<file path="config.mk">
export PLATFORM = sky130hd
export DESIGN_NAME = imu_brake_turn_light_fsm
export DESIGN_NICKNAME = d
export VERILOG_FILES = /design/src/sv/ibtl_pkg.sv /design/src/sv/ibtl_ram.sv /design/src/sv/ibtl_regs.sv /design/src/sv/ibtl_ring.sv /design/src/sv/ibtl_mode.sv /design/src/sv/imu_brake_turn_light_fsm.sv
export VERILOG_INCLUDE_DIRS = /design/src /design/src/sv
export SDC_FILE = /design/constraint.sdc
export NUM_CORES = 2
export LEC_CHECK = 0
export ABC_AREA = 1
export BUFFER_PORTS_ARGS = -buffer_cell sky130_fd_sc_hd__buf_2
export CELL_PAD_IN_SITES_DETAIL_PLACEMENT = 1
export CELL_PAD_IN_SITES_GLOBAL_PLACEMENT = 1
export CORE_MARGIN = 1.5
export CORE_UTILIZATION = 50
export DETAILED_ROUTE_END_ITERATION = 8
export GPL_TIMING_DRIVEN = 0
export PLACE_DENSITY_LB_ADDON = 0.12
export SLEW_MARGIN = 20
export SYNTH_ARGS = -nofsm -noshare
export SYNTH_HDL_FRONTEND = slang
export SYNTH_HIERARCHICAL = 1
export SYNTH_SLANG_ARGS = --single-unit
</file>
<file path="constraint.sdc">
create_clock -name aclk -period 7.39 [get_ports aclk]
set_input_delay 1.478 -clock aclk [delete_from_list [all_inputs] [get_ports aclk]]
set_output_delay 1.478 -clock aclk [all_outputs]
set_load 0.02 [all_outputs]
</file>
<file path="src/sv/assert_macros.svh">
// Assertion macros for the light controller RTL.
`ifndef ASSERT_MACROS_SVH
`define ASSERT_MACROS_SVH

// Clocked property check, disabled during reset.
`define ASSERT_PROP(lbl, clk, rstn, prop, msg) \
    lbl: assert property (@(posedge clk) disable iff (!rstn) (prop)) \
        else $error(msg);

// Condition that must never hold at a clock edge.
`define ASSERT_NEVER(lbl, clk, rstn, expr, msg) \
    lbl: assert property (@(posedge clk) disable iff (!rstn) !(expr)) \
        else $error(msg);

`endif

</file>
<file path="src/sv/ibtl_pkg.sv">
// Types, constants and register map of the IMU brake/turn light controller.
`default_nettype none

package ibtl_pkg;

    localparam int HISTORY_DEPTH = 128;
    localparam int SAMPLE_BITS   = 16;

    localparam int CFG_BITS  = 16;
    localparam int CMP_W     = (SAMPLE_BITS > CFG_BITS) ? SAMPLE_BITS : CFG_BITS;
    localparam int POS_W     = $clog2(HISTORY_DEPTH);
    localparam int SUM_W     = SAMPLE_BITS + POS_W + 1;
    localparam int EXC_W     = CMP_W + POS_W + 2;
    localparam int GX_W      = CMP_W + 1;
    localparam int TIME_W    = 32;
    localparam int IN_RAW_W  = 4 * SAMPLE_BITS + TIME_W;
    localparam int IN_DATA_W = ((IN_RAW_W + 7) / 8) * 8;
    localparam int OUT_DATA_W = 8;
    localparam int NUM_REGS  = 7;
    localparam int APB_ADDR_W = $clog2(NUM_REGS * 4);
    localparam int APB_DATA_W = 32;

    typedef enum logic [2:0] {
        MODE_NORMAL = 3'd0,
        MODE_BRAKE  = 3'd1,
        MODE_LEFT   = 3'd2,
        MODE_RIGHT  = 3'd3,
        MODE_SLEEP  = 3'd4,
        MODE_TILT   = 3'd5
    } mode_t;

    typedef enum logic [2:0] {
        REG_UPRIGHT_MIN_X   = 3'd0,
        REG_FORWARD_Y_LIMIT = 3'd1,
        REG_BRAKE_DELTA     = 3'd2,
        REG_TURN_RATE_LIMIT = 3'd3,
        REG_GYRO_X_BIAS     = 3'd4,
        REG_IDLE_TIMEOUT_MS = 3'd5,
        REG_MIN_SHOW_MS     = 3'd6
    } reg_idx_t;

    typedef struct packed {
        logic signed [15:0] upright_min_x;
        logic signed [15:0] forward_y_limit;
        logic [15:0]        brake_delta;
        logic [14:0]        turn_rate_limit;
        logic signed [15:0] gyro_x_bias;
        logic [31:0]        idle_timeout_ms;
        logic [31:0]        min_show_ms;
    } cfg_t;

    localparam cfg_t CFG_RESET = '{
        upright_min_x:   16'sd3686,
        forward_y_limit: -16'sd1229,
        brake_delta:     16'd835,
        turn_rate_limit: 15'd1280,
        gyro_x_bias:     16'sd71,
        idle_timeout_ms: 32'd15000,
        min_show_ms:     32'd2000
    };

    // Held sample and window sum after one transaction has been applied.
    typedef struct packed {
        logic signed [SAMPLE_BITS-1:0] ax;
        logic signed [SAMPLE_BITS-1:0] ay;
        logic signed [SAMPLE_BITS-1:0] az;
        logic signed [GX_W-1:0]        gx;
        logic signed [SUM_W-1:0]       sum;
        logic [TIME_W-1:0]             now;
    } snap_t;

endpackage

`default_nettype wire

</file>
<file path="src/sv/ibtl_ram.sv">
// Generic single-write, single-read RAM with registered read data.
`default_nettype none

module ibtl_ram #(
    parameter int WIDTH = 16,
    parameter int DEPTH = 128,
    localparam int AW = $clog2(DEPTH)
) (
    input  logic             aclk,
    input  logic             wr_en,
    input  logic [AW-1:0]    wr_addr,
    input  logic [WIDTH-1:0] wr_data,
    input  logic             rd_en,
    input  logic [AW-1:0]    rd_addr,
    output logic [WIDTH-1:0] rd_data
);

    logic [WIDTH-1:0] mem_reg [DEPTH];
    logic [WIDTH-1:0] rd_data_reg;

    always_ff @(posedge aclk) begin
        if (wr_en) begin
            mem_reg[wr_addr] <= wr_data;
        end
        if (rd_en) begin
            rd_data_reg <= mem_reg[rd_addr];
        end
    end

    assign rd_data = rd_data_reg;

endmodule

`default_nettype wire

</file>
<file path="src/sv/ibtl_regs.sv">
// APB configuration register file.
`default_nettype none

module ibtl_regs (
    input  logic                                aclk,
    input  logic                                aresetn,
    input  logic                                psel,
    input  logic                                penable,
    input  logic                                pwrite,
    input  logic [ibtl_pkg::APB_ADDR_W-1:0]     paddr,
    input  logic [ibtl_pkg::APB_DATA_W-1:0]     pwdata,
    output logic [ibtl_pkg::APB_DATA_W-1:0]     prdata,
    output logic                                pready,
    output ibtl_pkg::cfg_t                      cfg
);

    ibtl_pkg::cfg_t     cfg_reg;
    ibtl_pkg::cfg_t     cfg_next;
    ibtl_pkg::reg_idx_t idx;
    logic               wr;

    assign pready = 1'b1;
    assign wr     = psel && penable && pwrite;
    assign idx    = ibtl_pkg::reg_idx_t'(paddr[ibtl_pkg::APB_ADDR_W-1:2]);

    always_comb begin
        cfg_next = cfg_reg;
        if (wr) begin
            case (idx)
                ibtl_pkg::REG_UPRIGHT_MIN_X:   cfg_next.upright_min_x   = pwdata[15:0];
                ibtl_pkg::REG_FORWARD_Y_LIMIT: cfg_next.forward_y_limit = pwdata[15:0];
                ibtl_pkg::REG_BRAKE_DELTA:     cfg_next.brake_delta     = pwdata[15:0];
                ibtl_pkg::REG_TURN_RATE_LIMIT: cfg_next.turn_rate_limit = pwdata[14:0];
                ibtl_pkg::REG_GYRO_X_BIAS:     cfg_next.gyro_x_bias     = pwdata[15:0];
                ibtl_pkg::REG_IDLE_TIMEOUT_MS: cfg_next.idle_timeout_ms = pwdata;
                ibtl_pkg::REG_MIN_SHOW_MS:     cfg_next.min_show_ms     = pwdata;
                default: begin
                end
            endcase
        end
    end

    always_ff @(posedge aclk) begin
        if (!aresetn) begin
            cfg_reg <= ibtl_pkg::CFG_RESET;
        end else begin
            cfg_reg <= cfg_next;
        end
    end

    always_comb begin
        case (idx)
            ibtl_pkg::REG_UPRIGHT_MIN_X:
                prdata = {{16{cfg_reg.upright_min_x[15]}}, cfg_reg.upright_min_x};
            ibtl_pkg::REG_FORWARD_Y_LIMIT:
                prdata = {{16{cfg_reg.forward_y_limit[15]}}, cfg_reg.forward_y_limit};
            ibtl_pkg::REG_BRAKE_DELTA:     prdata = {16'd0, cfg_reg.brake_delta};
            ibtl_pkg::REG_TURN_RATE_LIMIT: prdata = {17'd0, cfg_reg.turn_rate_limit};
            ibtl_pkg::REG_GYRO_X_BIAS:
                prdata = {{16{cfg_reg.gyro_x_bias[15]}}, cfg_reg.gyro_x_bias};
            ibtl_pkg::REG_IDLE_TIMEOUT_MS: prdata = cfg_reg.idle_timeout_ms;
            ibtl_pkg::REG_MIN_SHOW_MS:     prdata = cfg_reg.min_show_ms;
            default:                       prdata = '0;
        endcase
    end

    assign cfg = cfg_reg;

endmodule

`default_nettype wire

</file>
<file path="src/sv/ibtl_ring.sv">
// Sample intake: held sample, Z history ring in RAM and its running sum.
`default_nettype none
`include "assert_macros.svh"

module ibtl_ring (
    input  logic                               aclk,
    input  logic                               aresetn,
    input  logic                               s_tvalid,
    output logic                               s_tready,
    input  logic                               s_tuser,
    input  logic [ibtl_pkg::IN_DATA_W-1:0]     s_tdata,
    input  logic signed [15:0]                 gyro_x_bias,
    input  logic                               c_ready,
    output logic                               b_valid,
    output ibtl_pkg::snap_t                    snap
);

    localparam int SB    = ibtl_pkg::SAMPLE_BITS;
    localparam int DEPTH = ibtl_pkg::HISTORY_DEPTH;
    localparam int PW    = ibtl_pkg::POS_W;
    localparam int GW    = ibtl_pkg::GX_W;
    localparam int SW    = ibtl_pkg::SUM_W;
    localparam int TW    = ibtl_pkg::TIME_W;

    logic signed [SB-1:0] in_ax, in_ay, in_az, in_gr;
    logic [TW-1:0]        in_now;
    logic                 in_upd;
    logic                 accept;
    logic                 move;
    logic                 ram_we;
    logic [SB-1:0]        ram_rdata;
    logic signed [SB-1:0] old_z;

    logic                 vb_reg;
    logic                 upd_b_reg;
    logic                 hit_b_reg;
    logic [PW-1:0]        pos_b_reg;
    logic signed [SB-1:0] ax_b_reg, ay_b_reg, az_b_reg;
    logic signed [GW-1:0] gx_b_reg;
    logic [TW-1:0]        now_b_reg;

    logic [PW-1:0]        pos_reg, pos_next;
    logic [DEPTH-1:0]     valid_reg;
    logic signed [SB-1:0] held_ax_reg, held_ay_reg, held_az_reg;
    logic signed [GW-1:0] held_gx_reg;
    logic signed [SW-1:0] sum_reg;

    assign in_ax  = s_tdata[SB-1:0];
    assign in_ay  = s_tdata[2*SB-1:SB];
    assign in_az  = s_tdata[3*SB-1:2*SB];
    assign in_gr  = s_tdata[4*SB-1:3*SB];
    assign in_now = s_tdata[4*SB+TW-1:4*SB];
    assign in_upd = s_tuser && !(in_ax == '0 && in_ay == '0 && in_az == '0);

    assign s_tready = !vb_reg || c_ready;
    assign accept   = s_tvalid && s_tready;
    assign move     = vb_reg && c_ready;
    assign ram_we   = move && upd_b_reg;
    assign b_valid  = vb_reg;

    assign pos_next = (pos_reg == PW'(DEPTH - 1)) ? '0 : pos_reg + PW'(1);

    ibtl_ram #(
        .WIDTH (SB),
        .DEPTH (DEPTH)
    ) u_zwin (
        .aclk    (aclk),
        .wr_en   (ram_we),
        .wr_addr (pos_b_reg),
        .wr_data (az_b_reg),
        .rd_en   (s_tready),
        .rd_addr (pos_reg),
        .rd_data (ram_rdata)
    );

    // never-written entries read as zero
    assign old_z = hit_b_reg ? $signed(ram_rdata) : '0;

    always_comb begin
        if (upd_b_reg) begin
            snap.ax  = ax_b_reg;
            snap.ay  = ay_b_reg;
            snap.az  = az_b_reg;
            snap.gx  = gx_b_reg;
            snap.sum = sum_reg + SW'(az_b_reg) - SW'(old_z);
        end else begin
            snap.ax  = held_ax_reg;
            snap.ay  = held_ay_reg;
            snap.az  = held_az_reg;
            snap.gx  = held_gx_reg;
            snap.sum = sum_reg;
        end
        snap.now = now_b_reg;
    end

    always_ff @(posedge aclk) begin
        if (!aresetn) begin
            vb_reg      <= 1'b0;
            pos_reg     <= '0;
            valid_reg   <= '0;
            held_ax_reg <= '0;
            held_ay_reg <= '0;
            held_az_reg <= '0;
            held_gx_reg <= '0;
            sum_reg     <= '0;
        end else begin
            if (s_tready) begin
                vb_reg <= accept;
            end
            if (accept && in_upd) begin
                pos_reg <= pos_next;
            end
            if (ram_we) begin
                valid_reg[pos_b_reg] <= 1'b1;
            end
            if (move) begin
                held_ax_reg <= snap.ax;
                held_ay_reg <= snap.ay;
                held_az_reg <= snap.az;
                held_gx_reg <= snap.gx;
                sum_reg     <= snap.sum;
            end
        end
    end

    always_ff @(posedge aclk) begin
        if (accept) begin
            upd_b_reg <= in_upd;
            hit_b_reg <= valid_reg[pos_reg];
            pos_b_reg <= pos_reg;
            ax_b_reg  <= in_ax;
            ay_b_reg  <= in_ay;
            az_b_reg  <= in_az;
            gx_b_reg  <= GW'(in_gr) - GW'(gyro_x_bias);
            now_b_reg <= in_now;
        end
    end

    `ASSERT_PROP(a_pos_only_on_accept, aclk, aresetn,
        !accept |=> $stable(pos_reg), "ring position moved without a transaction")
    `ASSERT_NEVER(a_no_same_entry, aclk, aresetn,
        ram_we && s_tready && (pos_b_reg == pos_reg), "ring read and write hit one entry")
    `ASSERT_PROP(a_b_holds, aclk, aresetn,
        vb_reg && !c_ready |=> vb_reg, "sample stage dropped a held transaction")
    `ASSERT_PROP(a_ready_when_empty, aclk, aresetn,
        !vb_reg |-> s_tready, "intake stalled while empty")

endmodule

`default_nettype wire

</file>
<file path="src/sv/ibtl_mode.sv">
// Light mode state machine with its compare stage and output register.
`default_nettype none

module ibtl_mode (
    input  logic                                aclk,
    input  logic                                aresetn,
    input  ibtl_pkg::cfg_t                      cfg,
    input  logic                                b_valid,
    input  ibtl_pkg::snap_t                     snap,
    output logic                                c_ready,
    output logic                                m_tvalid,
    input  logic                                m_tready,
    output logic [ibtl_pkg::OUT_DATA_W-1:0]     m_tdata
);

    localparam int CW = ibtl_pkg::CMP_W;
    localparam int EW = ibtl_pkg::EXC_W;
    localparam int GW = ibtl_pkg::GX_W;
    localparam int TW = ibtl_pkg::TIME_W;

    ibtl_pkg::snap_t snap_c_reg;
    logic            vc_reg;
    logic            mvalid_reg;
    logic            out_ready;
    logic            load;

    ibtl_pkg::mode_t mode_reg, mode_next;
    logic [TW-1:0]   last_motion_reg, last_motion_next;
    logic [TW-1:0]   show_start_reg, show_start_next;

    logic signed [EW-1:0] excess, brake_lim;
    logic signed [GW-1:0] turn_lim;
    logic tilt, fwd, brake, left, right, idle_over, show_over;

    assign out_ready = !mvalid_reg || m_tready;
    assign c_ready   = !vc_reg || out_ready;
    assign load      = vc_reg && out_ready;

    assign tilt  = CW'(snap_c_reg.ax) <= CW'(cfg.upright_min_x);
    assign fwd   = CW'(snap_c_reg.ay) < CW'(cfg.forward_y_limit);
    assign excess = EW'(snap_c_reg.az) * EW'(ibtl_pkg::HISTORY_DEPTH) - EW'(snap_c_reg.sum);
    assign brake_lim = $signed(EW'(cfg.brake_delta)) * EW'(ibtl_pkg::HISTORY_DEPTH);
    assign brake = excess > brake_lim;
    assign turn_lim = $signed(GW'(cfg.turn_rate_limit));
    assign left  = snap_c_reg.gx > turn_lim;
    assign right = snap_c_reg.gx < -turn_lim;
    assign idle_over = (snap_c_reg.now - last_motion_reg) > cfg.idle_timeout_ms;
    assign show_over = (snap_c_reg.now - show_start_reg) > cfg.min_show_ms;

    // next state
    always_comb begin
        ibtl_pkg::mode_t m;
        ibtl_pkg::mode_t det;
        logic            major;
        m                = mode_reg;
        det              = ibtl_pkg::MODE_NORMAL;
        major            = 1'b0;
        last_motion_next = last_motion_reg;
        show_start_next  = show_start_reg;
        if (tilt) begin
            m = ibtl_pkg::MODE_TILT;
        end else begin
            if (fwd) begin
                last_motion_next = snap_c_reg.now;
                if (m == ibtl_pkg::MODE_SLEEP) begin
                    m = ibtl_pkg::MODE_NORMAL;
                end
            end else if (m != ibtl_pkg::MODE_SLEEP && idle_over) begin
                m = ibtl_pkg::MODE_SLEEP;
            end
            if (m != ibtl_pkg::MODE_SLEEP) begin
                major = (m == ibtl_pkg::MODE_BRAKE) || (m == ibtl_pkg::MODE_LEFT) ||
                        (m == ibtl_pkg::MODE_RIGHT);
                if (brake) begin
                    det = ibtl_pkg::MODE_BRAKE;
                end else if (left) begin
                    det = ibtl_pkg::MODE_LEFT;
                end else if (right) begin
                    det = ibtl_pkg::MODE_RIGHT;
                end else begin
                    det = ibtl_pkg::MODE_NORMAL;
                end
                if (det != ibtl_pkg::MODE_NORMAL && det != m) begin
                    m               = det;
                    show_start_next = snap_c_reg.now;
                end else if (major && show_over) begin
                    m = ibtl_pkg::MODE_NORMAL;
                end
            end
        end
        mode_next = m;
    end

    // outputs
    always_comb begin
        m_tvalid = mvalid_reg;
        m_tdata  = ibtl_pkg::OUT_DATA_W'(mode_reg);
    end

    always_ff @(posedge aclk) begin
        if (!aresetn) begin
            vc_reg          <= 1'b0;
            mvalid_reg      <= 1'b0;
            mode_reg        <= ibtl_pkg::MODE_SLEEP;
            last_motion_reg <= '0;
            show_start_reg  <= '0;
        end else begin
            if (c_ready) begin
                vc_reg <= b_valid;
            end
            if (out_ready) begin
                mvalid_reg <= vc_reg;
            end
            if (load) begin
                mode_reg        <= mode_next;
                last_motion_reg <= last_motion_next;
                show_start_reg  <= show_start_next;
            end
        end
    end

    always_ff @(posedge aclk) begin
        if (c_ready && b_valid) begin
            snap_c_reg <= snap;
        end
    end

endmodule

`default_nettype wire

</file>
<file path="src/sv/imu_brake_turn_light_fsm.sv">
// Top level of the IMU-driven rear light mode controller.
// Takes one IMU sample transaction per clock while s_tready is high and
// returns one light mode transaction per sample. Each sample with sample_ok
// set and nonzero accel does one read and one write of the 128-entry Z
// history RAM (read at accept, write back as it leaves the sample stage);
// the running window sum replaces any walk over the history. No clearing
// pass runs after reset: per-entry valid bits make unwritten entries read as
// zero. Input back-pressure only appears when the sample stage, the compare
// stage and the output register are all full and the output is stalled.
`default_nettype none

module imu_brake_turn_light_fsm (
    input  logic                                aclk,
    input  logic                                aresetn,
    input  logic                                s_tvalid,
    output logic                                s_tready,
    // [15:0] accel_x, [31:16] accel_y, [47:32] accel_z, [63:48] gyro_x_raw,
    // [95:64] now_ms
    input  logic [ibtl_pkg::IN_DATA_W-1:0]      s_tdata,
    // [0] sample_ok
    input  logic                                s_tuser,
    output logic                                m_tvalid,
    input  logic                                m_tready,
    // [2:0] light_mode
    output logic [ibtl_pkg::OUT_DATA_W-1:0]     m_tdata,
    input  logic                                psel,
    input  logic                                penable,
    input  logic                                pwrite,
    input  logic [ibtl_pkg::APB_ADDR_W-1:0]     paddr,
    input  logic [ibtl_pkg::APB_DATA_W-1:0]     pwdata,
    output logic [ibtl_pkg::APB_DATA_W-1:0]     prdata,
    output logic                                pready
);

    ibtl_pkg::cfg_t  cfg;
    ibtl_pkg::snap_t snap;
    logic            b_valid;
    logic            c_ready;

    ibtl_regs u_regs (
        .aclk    (aclk),
        .aresetn (aresetn),
        .psel    (psel),
        .penable (penable),
        .pwrite  (pwrite),
        .paddr   (paddr),
        .pwdata  (pwdata),
        .prdata  (prdata),
        .pready  (pready),
        .cfg     (cfg)
    );

    ibtl_ring u_ring (
        .aclk        (aclk),
        .aresetn     (aresetn),
        .s_tvalid    (s_tvalid),
        .s_tready    (s_tready),
        .s_tuser     (s_tuser),
        .s_tdata     (s_tdata),
        .gyro_x_bias (cfg.gyro_x_bias),
        .c_ready     (c_ready),
        .b_valid     (b_valid),
        .snap        (snap)
    );

    ibtl_mode u_mode (
        .aclk     (aclk),
        .aresetn  (aresetn),
        .cfg      (cfg),
        .b_valid  (b_valid),
        .snap     (snap),
        .c_ready  (c_ready),
        .m_tvalid (m_tvalid),
        .m_tready (m_tready),
        .m_tdata  (m_tdata)
    );

endmodule

`default_nettype wire
</file>
==> results by stage <==
Clock network:
- The total clock sinks is 2728.
- Clock-pin slew was measured on the worst setup and hold paths at 0.05 ns.
- After clock tree synthesis, the repair step resized 0 gates.
- For this design, the CTS-stage hold fixing added 0 buffers.
- The number of buffers inserted during clock tree synthesis is 308.
- The cell at the root of the clock tree is sky130_fd_sc_hd__clkbuf_16.
- The H-tree was split into 5 levels.
- The insertion delay to the later sink of the worst-skew pair is 0.97 ns.
- TritonCTS built the clock tree.
- The maximum clock insertion buffer count is 4.
- Post-CTS timing repair inserted 0 buffers for setup.

Min path:
- The class of the most critical hold timing path is flop to flop.

Critical path:
- For the worst setup path, the data arrival time is 6.87 ns.
- The maximum fanout along the worst path is 10.
- The critical path is of the flop to flop type.
- For this run, the slowest stage of the critical path takes 0.55 ns.
- The cell with the largest stage delay on the worst path is sky130_fd_sc_hd__a21oi_1.
- The required time of the critical path is 8.12 ns.
- The endpoint kind of the worst setup timing path is a flop.
- The worst setup path is launched from a flop.
- Among the stages of the critical path, the cell type that occurs most often is sky130_fd_sc_hd__nand2_1.

Logic synthesis:
- The count of flip-flops with a built-in enable after synthesis is 2291.
- Counting flops and latches in the post-synthesis netlist gives 2728.
- The mean post-synth cell area is 10.2 um^2.
- The number of different library cells in the post-synthesis netlist is 56.
- Synthesis handed over a netlist of 11900 instances.
- Yosys printed 6 warnings.
- Of the synthesized area, sequential elements account for 64.1%.
- Counting flops with an async set or reset pin after synthesis yields a share of 0%.
- Summing every instance area after synthesis gives 121000 um^2.
- The most used flip-flop cell after synthesis is sky130_fd_sc_hd__edfxtp_1.

STA:
- The largest clock skew in the final design is 0.0791 ns.
- Setup repair after global routing left no endpoint under its margin.
- The final critical path takes up 83.1% of the cycle.
- For the finished layout, the period the worst path requires is 6.14 ns.
- The hold violation total from the final report is 0.
- Setup violations remaining at the end of the flow were counted as 0.
- The final sum of negative setup slack is 0 ns.
- The number of max-slew violations in the final report was 0.
- The fmax is 0.163 GHz.
- The transition time at the pin with the least slew margin is 1.34 ns.
- The remaining max-slew budget at the tightest pin is 10.6%.

Finish:
- The fill cell total of the finished layout is 25700.
- The count of non-filler cells in the finished layout is 16000.
- The post-layout net count is 13000.
- The number of flip-flops under the largest register name is 2048.
- The share of post-route cells with drive strength above 1 is 11.3%.
- The final cell area excluding filler cells is 141000 um^2.
- Once layout is complete, the utilization of the core stands at 58.4%.
- The area growth from synthesis to layout is 16.2%.

GRT:
- Global routing consumed, over all layers together, 41.1% of the routing resources.
- The number of global-route vias before repair came to 102000.
- The maximum number of pins on one net before global-route repair is 90.
- Global routing finished with a remaining overflow of 0.
- The number of antenna violations at the first check in global routing is 34.
- The first global-routing pass estimated 719 mm of wire.

Run status:
- The run finished with clean final reports.

Route:
- The vias after detailed routing is 99800.
- The mean routed wirelength per cell is 31.9 um.
- The number of detailed-routing iterations run before antenna repair is 8.
- The count of nets left with antenna violations once routing finished came out at 0.
- The via density per instance is 6.24.
- After the first detailed-routing iteration, the DRC count stood at 13000.
- For this block, the routed nets add up to 510 mm of wire.
- In the routed design, unresolved DRC markers number 0.

Pwr:
- The power per cell area is 257 nW/um^2.
- Power comes to 0.0362 W.
- In this run the static leakage power is 53.2 nW.
- The worst-case IR drop observed on VDD is 0.229 mV.

Placed design:
- The placer congestion estimate is 1.02.
- Detailed placement ended at an HPWL of 373 mm.
- In this run the cell area measured after placement is 131000 um^2.
- The number of placed instances, taps included, is 15400.
- Port buffering added 174 buffers.

Floorplan:
- The die outline width is 495 um.
- The count of boundary I/O pins is 184.
- The die is 495 um tall.
- After floorplanning, the core was sized to cover 241000 um^2.
- For this configuration, the core starts out at a cell density of 50.3%.
- The overall die area is 245000 um^2.
- The initialized floorplan defines 180 standard-cell rows.

Flow run:
- The max-cap violation count is 0.
[cell usage in the layout, fill, tap and decap left out, types with 264 or more instances in the layout]
master	synthesis	final
sky130_fd_sc_hd__nor2_1	625	497
sky130_fd_sc_hd__clkbuf_16	0	309
sky130_fd_sc_hd__dfxtp_1	437	437
sky130_fd_sc_hd__ha_1	264	264
sky130_fd_sc_hd__inv_1	785	784
sky130_fd_sc_hd__nand3_1	2367	2367
sky130_fd_sc_hd__a21oi_1	416	416
sky130_fd_sc_hd__nand2_1	3309	3309
sky130_fd_sc_hd__edfxtp_1	2291	2291
sky130_fd_sc_hd__buf_2	310	485
[critical path: cells and delay by family (launching register included)]
family / cells / cell delay (ns)
compound gates: 5 / 1.49
xor+xnor: 1 / 0.21
flops: 1 / 0.46
simple gates: 17 / 2.38
fa+ha+maj: 3 / 0.83
buf+inv: 5 / 0.57
[routing by layer]
| layer | up-vias | track usage [%] | part of all wire (%) |
|---|---|---|---|
| li1 | 42100 | - | - |
| met1 | 49600 | 51.2 | 36 |
| met2 | 6340 | 63.7 | 45 |
| met3 | 1674 | 9.53 | 11 |
| met4 | 12 | 28.2 | 8.1 |
| met5 | - | 0 | 0.020 |
[cells by family after synthesis]
| logic type | synth area share (%) |
|---|---|
| AO/OA/AOI/OAI | 3.45 |
| XOR/XNOR | 0.832 |
| adder cells (fa/ha/maj) | 3.16 |
| buffers and inverters | 5.34 |
| flip-flops | 64.1 |
| other | 0.00620 |
| AND/OR/NAND/NOR | 23.1 |
[area by class of cell]
type	instances	area [um^2]	area share (%)
Antenna cell	25	62.6	0.0445
Buffer	654	3460	2.46
Clock buffer	397	8170	5.81
Clock inverter	128	1210	0.861
Inverter	805	3030	2.16
Multi-Input combinational cell	7675	37900	27.0
Sequential cell	2728	77500	55.2
Tap cell	3185	3990	2.83
Timing Repair Buffer	388	5180	3.69
[Yosys cell counts, types with 14 or more instances]
cell type	number	area, um^2
sky130_fd_sc_hd__a21oi_1	416	2080
sky130_fd_sc_hd__buf_1	50	188
sky130_fd_sc_hd__nor2_1	625	2350
sky130_fd_sc_hd__buf_4	84	631
sky130_fd_sc_hd__edfxtp_1	2291	68800
sky130_fd_sc_hd__o21bai_1	14	105
sky130_fd_sc_hd__a31oi_1	14	87.6
sky130_fd_sc_hd__nand3_1	2367	11800
sky130_fd_sc_hd__nand2_1	3309	12400
sky130_fd_sc_hd__a211oi_1	58	435
sky130_fd_sc_hd__fa_1	26	521
sky130_fd_sc_hd__clkbuf_1	173	649
sky130_fd_sc_hd__o211ai_1	18	135
sky130_fd_sc_hd__buf_6	36	405
sky130_fd_sc_hd__nor2_4	19	214
sky130_fd_sc_hd__xor2_1	89	780
sky130_fd_sc_hd__inv_2	16	60.1
sky130_fd_sc_hd__o21ai_0	216	1080
sky130_fd_sc_hd__ha_1	264	3300
sky130_fd_sc_hd__buf_2	310	1550
sky130_fd_sc_hd__nor3_1	32	160
sky130_fd_sc_hd__xnor2_1	26	228
sky130_fd_sc_hd__dfxtp_1	437	8750
sky130_fd_sc_hd__nand4_1	96	601
sky130_fd_sc_hd__inv_1	785	2950
[stage by stage]
stage | hold WS (ns) | setup slack, ns
2_1_floorplan | 0.400 | 1.46
3_3_place_gp | 0.406 | -1.81
3_5_place_dp | 0.406 | 1.32
4_1_cts | 0.419 | 1.27
5_1_grt | 0.424 | 0.978
6_report | 0.417 | 1.25
[power by group]
group | total [W] | switching [W] | internal [W]
logic | 0.00435 | 0.00316 | 0.00119
clock network | 0.0148 | 0.00627 | 0.00850
registers | 0.0171 | 0.000125 | 0.0169
[final timing paths]
path                                        from                                     end  cells past startpoint  slack [ns]
hold / removal    u_ring/now_b_reg[23]$_DFFE_PP_         u_mode/snap_c_reg[23]$_DFFE_PP_                      0        0.42
setup / recovery  u_mode/snap_c_reg[0]$_DFFE_PP_  u_mode/show_start_reg[29]$_SDFFE_PN0P_                     31        1.25
hold reg to reg   u_ring/now_b_reg[23]$_DFFE_PP_         u_mode/snap_c_reg[23]$_DFFE_PP_                      0        0.42
setup reg to reg  u_mode/snap_c_reg[0]$_DFFE_PP_  u_mode/show_start_reg[29]$_SDFFE_PN0P_                     31        1.25
No activity file was read; power rests on OpenSTA's default activity.
